## config.mk

```make
export PLATFORM = sky130hd
export DESIGN_NAME = sliding_window_bit_ratio
export DESIGN_NICKNAME = d
export VERILOG_FILES = /design/src/rtl/core/swbr_pkg.sv /design/src/rtl/core/swbr_div.sv /design/src/rtl/core/swbr_window.sv /design/src/rtl/core/sliding_window_bit_ratio.sv
export SDC_FILE = /design/constraint.sdc
export NUM_CORES = 2
export LEC_CHECK = 0
export ABC_AREA = 1
export BUFFER_PORTS_ARGS = -buffer_cell sky130_fd_sc_hd__buf_2
export CAP_MARGIN = 20
export CORE_MARGIN = 8
export CORE_UTILIZATION = 45
export CTS_BUF_LIST = sky130_fd_sc_hd__clkbuf_16
export CTS_CLUSTER_SIZE = 16
export DETAILED_ROUTE_END_ITERATION = 16
export SLEW_MARGIN = 10
export SYNTH_ARGS = -nofsm -noshare
export SYNTH_HDL_FRONTEND = slang
export SYNTH_SLANG_ARGS = --single-unit
```

## constraint.sdc

```tcl
create_clock -name clk -period 14.6 [get_ports clk]
set_input_delay 2.92 -clock clk [delete_from_list [all_inputs] [get_ports clk]]
set_output_delay 2.92 -clock clk [all_outputs]
set_load 0.05 [all_outputs]
```

## src/rtl/core/swbr_pkg.sv

```systemverilog
// Shared constants, types and helpers for the sliding window bit ratio block.
// No dependencies; imported by every module of the block.
`timescale 1ns / 1ps
`default_nettype none

package swbr_pkg;

  localparam int WINDOW_MAX    = 1024;
  localparam int POS_W         = $clog2(WINDOW_MAX);
  localparam int CNT_W         = 11;
  localparam int PCT_W         = 7;
  localparam int PROD_W        = CNT_W + PCT_W;
  localparam int STEP_W        = $clog2(PCT_W);
  localparam int LENGTH_RESET  = 1024;
  localparam int PERCENT_SCALE = 100;

  typedef struct packed {
    logic             cfg_write;
    logic [CNT_W-1:0] cfg_length;
    logic             update;
    logic             bit_in;
  } swbr_win_ctrl_t;

  typedef struct packed {
    logic [CNT_W-1:0] ones;
    logic [CNT_W-1:0] zeros;
    logic [CNT_W-1:0] fill;
    logic [CNT_W-1:0] length;
  } swbr_win_stat_t;

  typedef enum logic [5:0] {
    S_IDLE       = 6'b000001,
    S_UPDATE     = 6'b000010,
    S_ONES       = 6'b000100,
    S_WAIT_ONES  = 6'b001000,
    S_WAIT_ZEROS = 6'b010000,
    S_OUT        = 6'b100000
  } swbr_state_t;

  function automatic logic [PROD_W-1:0] scale_count(input logic [CNT_W-1:0] count);
    scale_count = PROD_W'(count) * PROD_W'(PERCENT_SCALE);
  endfunction

endpackage

`default_nettype wire

```

## src/rtl/core/swbr_div.sv

```systemverilog
// Restoring serial divider, one quotient bit per cycle, PCT_W steps per run.
// Depends on swbr_pkg; the quotient must fit in PCT_W bits.
`timescale 1ns / 1ps
`default_nettype none

module swbr_div
  import swbr_pkg::*;
(
  input  wire logic              clk,
  input  wire logic              rst,
  input  wire logic              start,
  input  wire logic [PROD_W-1:0] dividend,
  input  wire logic [CNT_W-1:0]  divisor,
  output logic                   done,
  output logic [PCT_W-1:0]       quotient
);

  logic [PROD_W-1:0] rem;
  logic [PROD_W-1:0] sh;
  logic [STEP_W-1:0] cnt;
  logic              active;
  logic              ge;

  assign ge = (rem >= sh);

  always_ff @(posedge clk) begin
    if (rst) begin
      active <= 1'b0;
      done   <= 1'b0;
    end else if (start) begin
      active <= 1'b1;
      done   <= 1'b0;
    end else if (active) begin
      if (cnt == '0) begin
        active <= 1'b0;
        done   <= 1'b1;
      end
    end else begin
      done <= 1'b0;
    end
  end

  always_ff @(posedge clk) begin
    if (start) begin
      rem      <= dividend;
      sh       <= PROD_W'(divisor) << (PCT_W - 1);
      cnt      <= STEP_W'(PCT_W - 1);
      quotient <= '0;
    end else if (active) begin
      if (ge) begin
        rem <= rem - sh;
      end
      sh       <= sh >> 1;
      cnt      <= cnt - 1'b1;
      quotient <= {quotient[PCT_W-2:0], ge};
    end
  end

endmodule

`default_nettype wire

```

## src/rtl/core/swbr_window.sv

```systemverilog
// Circular bit store with read/write positions, fill level and ones/zeros totals.
// Depends on swbr_pkg; driven by the sequencer in the top level.
`timescale 1ns / 1ps
`default_nettype none

module swbr_window
  import swbr_pkg::*;
(
  input  wire logic           clk,
  input  wire logic           rst,
  input  wire swbr_win_ctrl_t ctrl,
  output swbr_win_stat_t      stat
);

  logic             mem [WINDOW_MAX];
  logic             rd_bit;
  logic [POS_W-1:0] oldest_pos;
  logic [POS_W-1:0] write_pos;
  logic [CNT_W-1:0] fill;
  logic [CNT_W-1:0] ones;
  logic [CNT_W-1:0] zeros;
  logic [CNT_W-1:0] length;
  logic [CNT_W-1:0] length_next;
  logic             full;
  logic             drop_one;
  logic             drop_zero;

  function automatic logic [POS_W-1:0] advance(input logic [POS_W-1:0] pos,
                                               input logic [CNT_W-1:0] len);
    logic [CNT_W-1:0] nxt;
    nxt = CNT_W'(pos) + 1'b1;
    advance = (nxt >= len) ? '0 : nxt[POS_W-1:0];
  endfunction

  always_comb begin
    priority if (ctrl.cfg_length == '0) begin
      length_next = CNT_W'(1);
    end else if (ctrl.cfg_length > CNT_W'(WINDOW_MAX)) begin
      length_next = CNT_W'(WINDOW_MAX);
    end else begin
      length_next = ctrl.cfg_length;
    end
  end

  assign full      = (fill >= length);
  assign drop_one  = full && rd_bit && (ones != '0);
  assign drop_zero = full && !rd_bit && (zeros != '0);

  always_ff @(posedge clk) begin
    rd_bit <= mem[oldest_pos];
    if (ctrl.update) begin
      mem[write_pos] <= ctrl.bit_in;
    end
  end

  always_ff @(posedge clk) begin
    if (rst) begin
      length     <= CNT_W'(LENGTH_RESET);
      oldest_pos <= '0;
      write_pos  <= '0;
      fill       <= '0;
      ones       <= '0;
      zeros      <= '0;
    end else if (ctrl.cfg_write) begin
      length     <= length_next;
      oldest_pos <= '0;
      write_pos  <= '0;
      fill       <= '0;
      ones       <= '0;
      zeros      <= '0;
    end else if (ctrl.update) begin
      if (full) begin
        oldest_pos <= advance(oldest_pos, length);
      end else begin
        fill <= fill + 1'b1;
      end
      write_pos <= advance(write_pos, length);
      ones      <= ones - CNT_W'(drop_one) + CNT_W'(ctrl.bit_in);
      zeros     <= zeros - CNT_W'(drop_zero) + CNT_W'(!ctrl.bit_in);
    end
  end

  assign stat.ones   = ones;
  assign stat.zeros  = zeros;
  assign stat.fill   = fill;
  assign stat.length = length;

endmodule

`default_nettype wire

```

## src/rtl/core/sliding_window_bit_ratio.sv

```systemverilog
// Sliding window bit ratio: one bit per beat, counts, fill and percentages out.
// A new beat is taken only in the idle state, after the previous beat has gone
// through two 7-step runs of the shared serial divider and the result load.
// The result register frees the sequencer while a result waits to be taken.
// Synchronous reset empties the window and sets the window length to 1024;
// the bit store itself is not cleared. Depends on swbr_pkg, swbr_window, swbr_div.
`timescale 1ns / 1ps
`default_nettype none

module sliding_window_bit_ratio
  import swbr_pkg::*;
(
  input  wire logic             clk,
  input  wire logic             rst,
  input  wire logic             cfg_valid,
  output logic                  cfg_ready,
  input  wire logic [CNT_W-1:0] window_length,
  input  wire logic             in_valid,
  output logic                  in_stall,
  input  wire logic             bit_value,
  output logic                  out_valid,
  input  wire logic             out_stall,
  output logic [CNT_W-1:0]      ones_count,
  output logic [CNT_W-1:0]      zeros_count,
  output logic [CNT_W-1:0]      fill_count,
  output logic [PCT_W-1:0]      ones_percent,
  output logic [PCT_W-1:0]      zeros_percent
);

  swbr_state_t       state;
  swbr_state_t       state_next;
  swbr_win_ctrl_t    win_ctrl;
  swbr_win_stat_t    win_stat;
  logic              bit_reg;
  logic              div_start;
  logic              div_done;
  logic [PROD_W-1:0] div_dividend;
  logic [PCT_W-1:0]  div_quotient;
  logic [PCT_W-1:0]  ones_pct;
  logic [PCT_W-1:0]  zeros_pct;
  logic              in_accept;
  logic              out_load;

  assign cfg_ready = (state == S_IDLE);
  assign in_stall  = (state != S_IDLE);
  assign in_accept = in_valid && !in_stall;
  assign out_load  = (state == S_OUT) && (!out_valid || !out_stall);

  assign win_ctrl.cfg_write  = cfg_valid && cfg_ready;
  assign win_ctrl.cfg_length = window_length;
  assign win_ctrl.update     = (state == S_UPDATE);
  assign win_ctrl.bit_in     = bit_reg;

  assign div_start    = (state == S_ONES) || ((state == S_WAIT_ONES) && div_done);
  assign div_dividend = (state == S_ONES) ? scale_count(win_stat.ones)
                                          : scale_count(win_stat.zeros);

  swbr_window u_window (
    .clk  (clk),
    .rst  (rst),
    .ctrl (win_ctrl),
    .stat (win_stat)
  );

  swbr_div u_div (
    .clk      (clk),
    .rst      (rst),
    .start    (div_start),
    .dividend (div_dividend),
    .divisor  (win_stat.fill),
    .done     (div_done),
    .quotient (div_quotient)
  );

  always_comb begin
    state_next = state;
    unique case (state)
      S_IDLE:       if (in_accept) state_next = S_UPDATE;
      S_UPDATE:     state_next = S_ONES;
      S_ONES:       state_next = S_WAIT_ONES;
      S_WAIT_ONES:  if (div_done) state_next = S_WAIT_ZEROS;
      S_WAIT_ZEROS: if (div_done) state_next = S_OUT;
      S_OUT:        if (out_load) state_next = S_IDLE;
      default:      state_next = S_IDLE;
    endcase
  end

  always_ff @(posedge clk) begin
    if (rst) begin
      state     <= S_IDLE;
      out_valid <= 1'b0;
    end else begin
      state <= state_next;
      if (out_load) begin
        out_valid <= 1'b1;
      end else if (!out_stall) begin
        out_valid <= 1'b0;
      end
    end
  end

  always_ff @(posedge clk) begin
    if (in_accept) begin
      bit_reg <= bit_value;
    end
    if ((state == S_WAIT_ONES) && div_done) begin
      ones_pct <= div_quotient;
    end
    if ((state == S_WAIT_ZEROS) && div_done) begin
      zeros_pct <= div_quotient;
    end
    if (out_load) begin
      ones_count    <= win_stat.ones;
      zeros_count   <= win_stat.zeros;
      fill_count    <= win_stat.fill;
      ones_percent  <= ones_pct;
      zeros_percent <= zeros_pct;
    end
  end

  a_out_from_seq: assert property (@(posedge clk) disable iff (rst)
    $rose(out_valid) |-> $past(state == S_OUT))
    else $error("result raised outside the output step");

  a_div_done_wait: assert property (@(posedge clk) disable iff (rst)
    div_done |-> (state == S_WAIT_ONES || state == S_WAIT_ZEROS))
    else $error("divider finished while not awaited");

  a_fill_bound: assert property (@(posedge clk) disable iff (rst)
    win_stat.fill <= win_stat.length)
    else $error("window fill exceeds window length");

  a_count_sum: assert property (@(posedge clk) disable iff (rst)
    (win_stat.ones + win_stat.zeros) == win_stat.fill)
    else $error("ones and zeros do not add up to fill");

endmodule

`default_nettype wire
```

**Word level (Yosys, flattened, before mapping)**

Memories as Yosys holds them, arrays and structs flattened. A register that Yosys moved wholly into a read port is not among the register bits.
Index checks and enable logic that the tools add are counted.

- Multiply operators: 2
- Order comparisons: 5
- $add $sub $neg: 9
- Eq/ne operators: 12
- Bitwise logic cells: 2
- Multiplexer cells: 22
- Reduce and logical (&&, ||, !) cells: 28

Operator list:

| operator | number |
|---|---|
| 2-to-1 mux 18 bit | 4 |
| one-hot mux 6 bit (6 select lines) | 1 |
| 2-to-1 mux 17 bit | 2 |
| greater-or-equal comparator 11 bit | 3 |
| multiplier 11 x 5 -> 16 bit, second input constant | 2 |
| 2-to-1 mux 6 bit | 4 |
| adder 10 x 1 -> 11 bit, second input constant | 2 |
| adder 11 x 1 -> 11 bit | 2 |
| 2-to-1 mux 11 bit | 2 |
| nonzero test 11 bit | 2 |
| subtractor 11 x 1 -> 11 bit | 2 |
| 2-to-1 mux 10 bit | 2 |
| greater-or-equal comparator 18 x 17 -> 1 bit | 1 |
| subtractor 18 x 17 -> 18 bit | 1 |
| adder 11 x 1 -> 11 bit, second input constant | 1 |
| greater-than comparator 11 bit, second input constant | 1 |
| logical NOT 11 bit | 1 |
| logical AND 1 bit | 9 |
| != test 2 x 1 -> 1 bit, second input constant | 4 |
| 2-to-1 mux 1 bit | 7 |
| == test 6 x 1 -> 1 bit, second input constant | 1 |
| == test 6 x 2 -> 1 bit, second input constant | 1 |
| == test 6 x 3 -> 1 bit, second input constant | 1 |
| == test 6 x 4 -> 1 bit, second input constant | 1 |
| other kinds (14) | 23 |

- Bits in registers: 180
- Input port bits: 17
- Output and inout bits: 50
- RAM bits: 1024
- Memories kept: 1

Memory list:

| name | words | width | rd ports | clocked after memory_dff | wr ports | line | text |
|---|---|---|---|---|---|---|---|
| u_window.mem | 1024 | 1 | 1 | 1 | 1 | swbr_window.sv:15 | `logic mem [WINDOW_MAX];` |

**Longest topological paths before layout**

- Word-level depth: 5
- Mapped depth: 23
- Depth with buffers taken out: 23

**Modules after synthesis**

A second synthesis with hierarchy kept.

- Cell total of the unflattened synthesis: 6258
- Area total of the unflattened synthesis: 58616.2 um^2

Modules (own cells, without submodules):

| module | cells each | area an instance (um^2) | instances | seq. area each (um^2) |
|---|---|---|---|---|
| swbr_window | 5367 | 50946.4 | 1 | 32050.7 |
| sliding_window_bit_ratio | 515 | 4755.8 | 1 | 2001.9 |
| swbr_div | 376 | 2914.0 | 1 | 1231.2 |

**Worst setup path before layout**

Ideal clock, no wire load.

- Kind: register to register
- Start: reg bit_reg
- End: reg u_window.ones[9]
- Period minus slack after synthesis: 14.739 ns
- Required time: 14.485 ns
- Buffers on the path: 0
- Stages on the path, launching flop included: 12
- Slack: -0.139 ns
- Library setup time: 0.115 ns
- Arrival time: 14.623 ns
- Cell sequence: edfxtp_1 ha_1 nand3_1 nand2_1 a21oi_1 o21ai_0 a21oi_1 nor2_1 nor2_1 xor2_1 o21ai_0 inv_1

- Longest elaborated chain between the ends: 1

RTL lines:

| element | line | text |
|---|---|---|
| from (decl) | sliding_window_bit_ratio.sv:34 | `logic bit_reg;` |
| from (signal assigned) | sliding_window_bit_ratio.sv:104 | `bit_reg <= bit_value;` |
| adder 11 x 1 -> 11 bit | swbr_window.sv:78 | `ones <= ones - CNT_W'(drop_one) + CNT_W'(ctrl.bit_in);` |
| to (signal assigned) | swbr_window.sv:78 |  |
| to (decl) | swbr_window.sv:20 | `logic [CNT_W-1:0] ones;` |

No other way between the ends.
A chain may end at the register's enable or synchronous reset.

==> flow_summary.toml <==
[run_status]
status = "finished, final reports clean"

[hold_path]
hold-path-cell-count = 0
hold_end = "ones_percent[5]"
hp-start = "ones_pct[5]"
hold_class = "reg2reg"

[finish]
syn2layout_area_growth_pct = 10.25
final_nets = 6191
drive_gt1_share_pct = 7.313
num_antenna_cells = 0
largest_register_ffs = 1024
regMostFlops = "u_window.mem"
stdcell_area_mm2 = 0.06422
largestRegisters = "u_window.mem x1024, u_div.rem x18, u_div.sh x17"

[sta]
slew_viol_final = 0
setup_ws_ns = 9.418
hold_violations = 0
finalSetupViolCount = 0
worst_slew_pin_slew_ns = 1.288
finClkSkew_ns = 0.02881
tns_ns = 0
slew_headroom_pct = 14.10
final.min_clock_period_ns = 5.182
fin_crit_sh_pct = 35.49
holdWs_ns = 0.4190
max_freq_mhz = 193.0
rsz0062_at_grt = "false"

[die]
io-pin-count = 67
coreArea_mm2 = 0.1290
die_h_um = 375.8
rows = 132
dieWidth_um = 375.8
start_util_pct = 45.16
dieArea_mm2 = 0.1412

[routing]
via_per_inst = 5.579
drt-initial-drc-count = 5069
routed_wl_mm = 175.4
antenna_left = 0
drt-pass1-iter-count = 6
avgRoutedWirePerCell_um = 22.37
vias = 43750
drc = 0

[place]
place_area_mm2 = 0.05988
place_ws_ns = 9.579
routabilityCongestion = 0.8539
io_buffers = 66
dp_hpwl_mm = 93.35

[synth]
synthArstFlopShare_pct = 0
yosys-top-cells-area = "edfxtp_1 (57%), nor2_1 (11%), nand3_1 (5.3%)"
synth_nets = 6328
ys.warnings.count = 0
synth_cells = 6130
synth-seq-area-share_pct = 60.57
ys_ff_latch = 1205
syn_area_per_cell_um2 = 9.502
synth.most_common_cell = "nor2_1"
netlist.area_leader.share_pct = 57.48
yosys.area.top_type = "edfxtp_1"
synth_area_mm2 = 0.05825
synth_edf_count = 1115
synth_ff_type = "edfxtp_1"
ys_types = 42
yosys-top-cells-count = "nor2_1 (1678), edfxtp_1 (1115), nand2_1 (673)"

[clock_tree]
numCtsBuffers = 131
clock-sinks = 1205
clk_path_buf_depth = 3
insertion_delay_ns = 0.77
cts_tree = "done"
post_cts_buffers = 0
clk_pin_slew_ns = 0.06
htreeDepth = 4
holdBufCountCts = 0
cts_root_buf = "clkbuf_16"
post_cts_resized = 0

[setup_path]
r2r_cells = 14
cp_cell_sequence = "buf_4 > buf_4 > buf_4 > nand2_1 > nand3_1 > nand3_1 > nand3_1 > nand3_1 > nand3_1 > nand3_1 > nand3_1 > nand3_1 > nand3_1 > nand2_1"
timing.rr.start = "u_window.oldest_pos[0]"
r2r-end = "u_window.rd_bit"
end_kind = "register"
path_class = "reg2reg"
reg2reg_slack_ns = 9.42
path_max_fanout = 79
cp_slowest_stage_delay_ns = 0.97
worstPathArrival_ns = 5.82
crit_path_top_delay_cell = "dfxtp_4"
start_kind = "register"
crit_path_frequent_cell = "nand3_1"
crit_required_ns = 15.23

[power_and_ir_drop]
sequentialPowerShare_pct = 52.4
switchingPower_uw = 1610
power_frac_comb_pct = 3.8
ir_drop_v = 0.0001262
finalPower_uw = 7324
switching_share_pct = 21.98
intPower_uw = 5714
power.density_mw_per_mm2 = 114.0
p_clk_share_pct = 43.8
power_leakage_uw = 0.02315

[global_routing]
grt_overflow = 0
grt_pass1_wl_mm = 262.1
antenna_found_initial = 1
track_usage_pct = 24.22
grt_pass1_vias = 42020
grt_max_degree = 249

[flow_run]
maxCapViolations = 0
[placed cells by master, fill, tap and decap left out, types with 15 or more instances in the layout]
cell / count
a21oi_1: 121
buf_2: 68
buf_4: 90
clkbuf_16: 137
clkinv_1: 29
clkinv_2: 24
dfxtp_1: 85
edfxtp_1: 1115
fa_1: 15
ha_1: 166
inv_1: 496
nand2_1: 644
nand2_2: 22
nand3_1: 611
nand4_1: 21
nor2_1: 1677
nor3_1: 39
o211ai_1: 115
o21ai_0: 373
o22ai_1: 29
or2_2: 34
xor2_1: 44
[logic make-up after synthesis]
family / synth area share, %
multiplexers: 0.01933
AO/OA/AOI/OAI: 6.689
AND/OR/NAND/NOR: 21.66
XOR/XNOR: 0.7668
flip-flops: 60.57
adder cells (fa/ha/maj): 4.081
buffers and inverters: 6.210
[per-stage QoR]
stage | instances | utilization (%)
6_report | 7841 | 49.79
5_1_grt | 7841 | 49.79
4_1_cts | 7828 | 49.61
3_5_place_dp | 7589 | 46.42
3_3_place_gp | 7585 | 46.38
2_1_floorplan | 6130 | -
[layer usage]
layer  wire [um]  vias to the layer above  track usage, %
met5          11                        -               0
met4        6789                        2           9.336
met3       13680                      367           3.886
met2       83790                     1802           40.53
met1       71170                    21290           31.65
li1            -                    20280               -
[worst max-delay path: cells and delay by family, from the launching register on]
family / cells / cell delay (ns)
buf+inv: 3 / 2.34
simple gates: 11 / 1.59
flops: 1 / 0.97
[power by group through the flow]
stage / sequential (uW) / clock (uW) / combinational, uW
4_1_cts: 3830 / 3260 / 279
5_1_grt: 3840 / 3380 / 316
3_5_place_dp: 3910 / 0 / 277
6_report: 3840 / 3210 / 281
2_1_floorplan: 4000 / 0 / 165
3_3_place_gp: 3910 / 0 / 274
[worst max path at each step]
| stage | slack (ns) | start | to |
|---|---|---|---|
| after floorplan | -0.13 | bit_reg | u_window.ones[9] |
| after global placement | 9.62 | u_window.oldest_pos[0] | u_window.rd_bit |
| final | 9.42 | u_window.oldest_pos[0] | u_window.rd_bit |
| after detailed placement | 9.58 | u_window.oldest_pos[0] | u_window.rd_bit |
| after CTS | 9.54 | u_window.oldest_pos[0] | u_window.rd_bit |
| after global routing | 9.19 | u_window.oldest_pos[0] | u_window.rd_bit |
[cell type report]
class                      instances  area (um^2)
clock buffer                     136         3403
tap                             1742         2180
sequential                      1205        35300
clock inverter                   103        704.4
fill                           11930        64770
timing repair buffer             175         1341
inverter                         475         1804
multi-input combinational       4005        19490
Note: power is estimated with default switching activity, not from simulation.
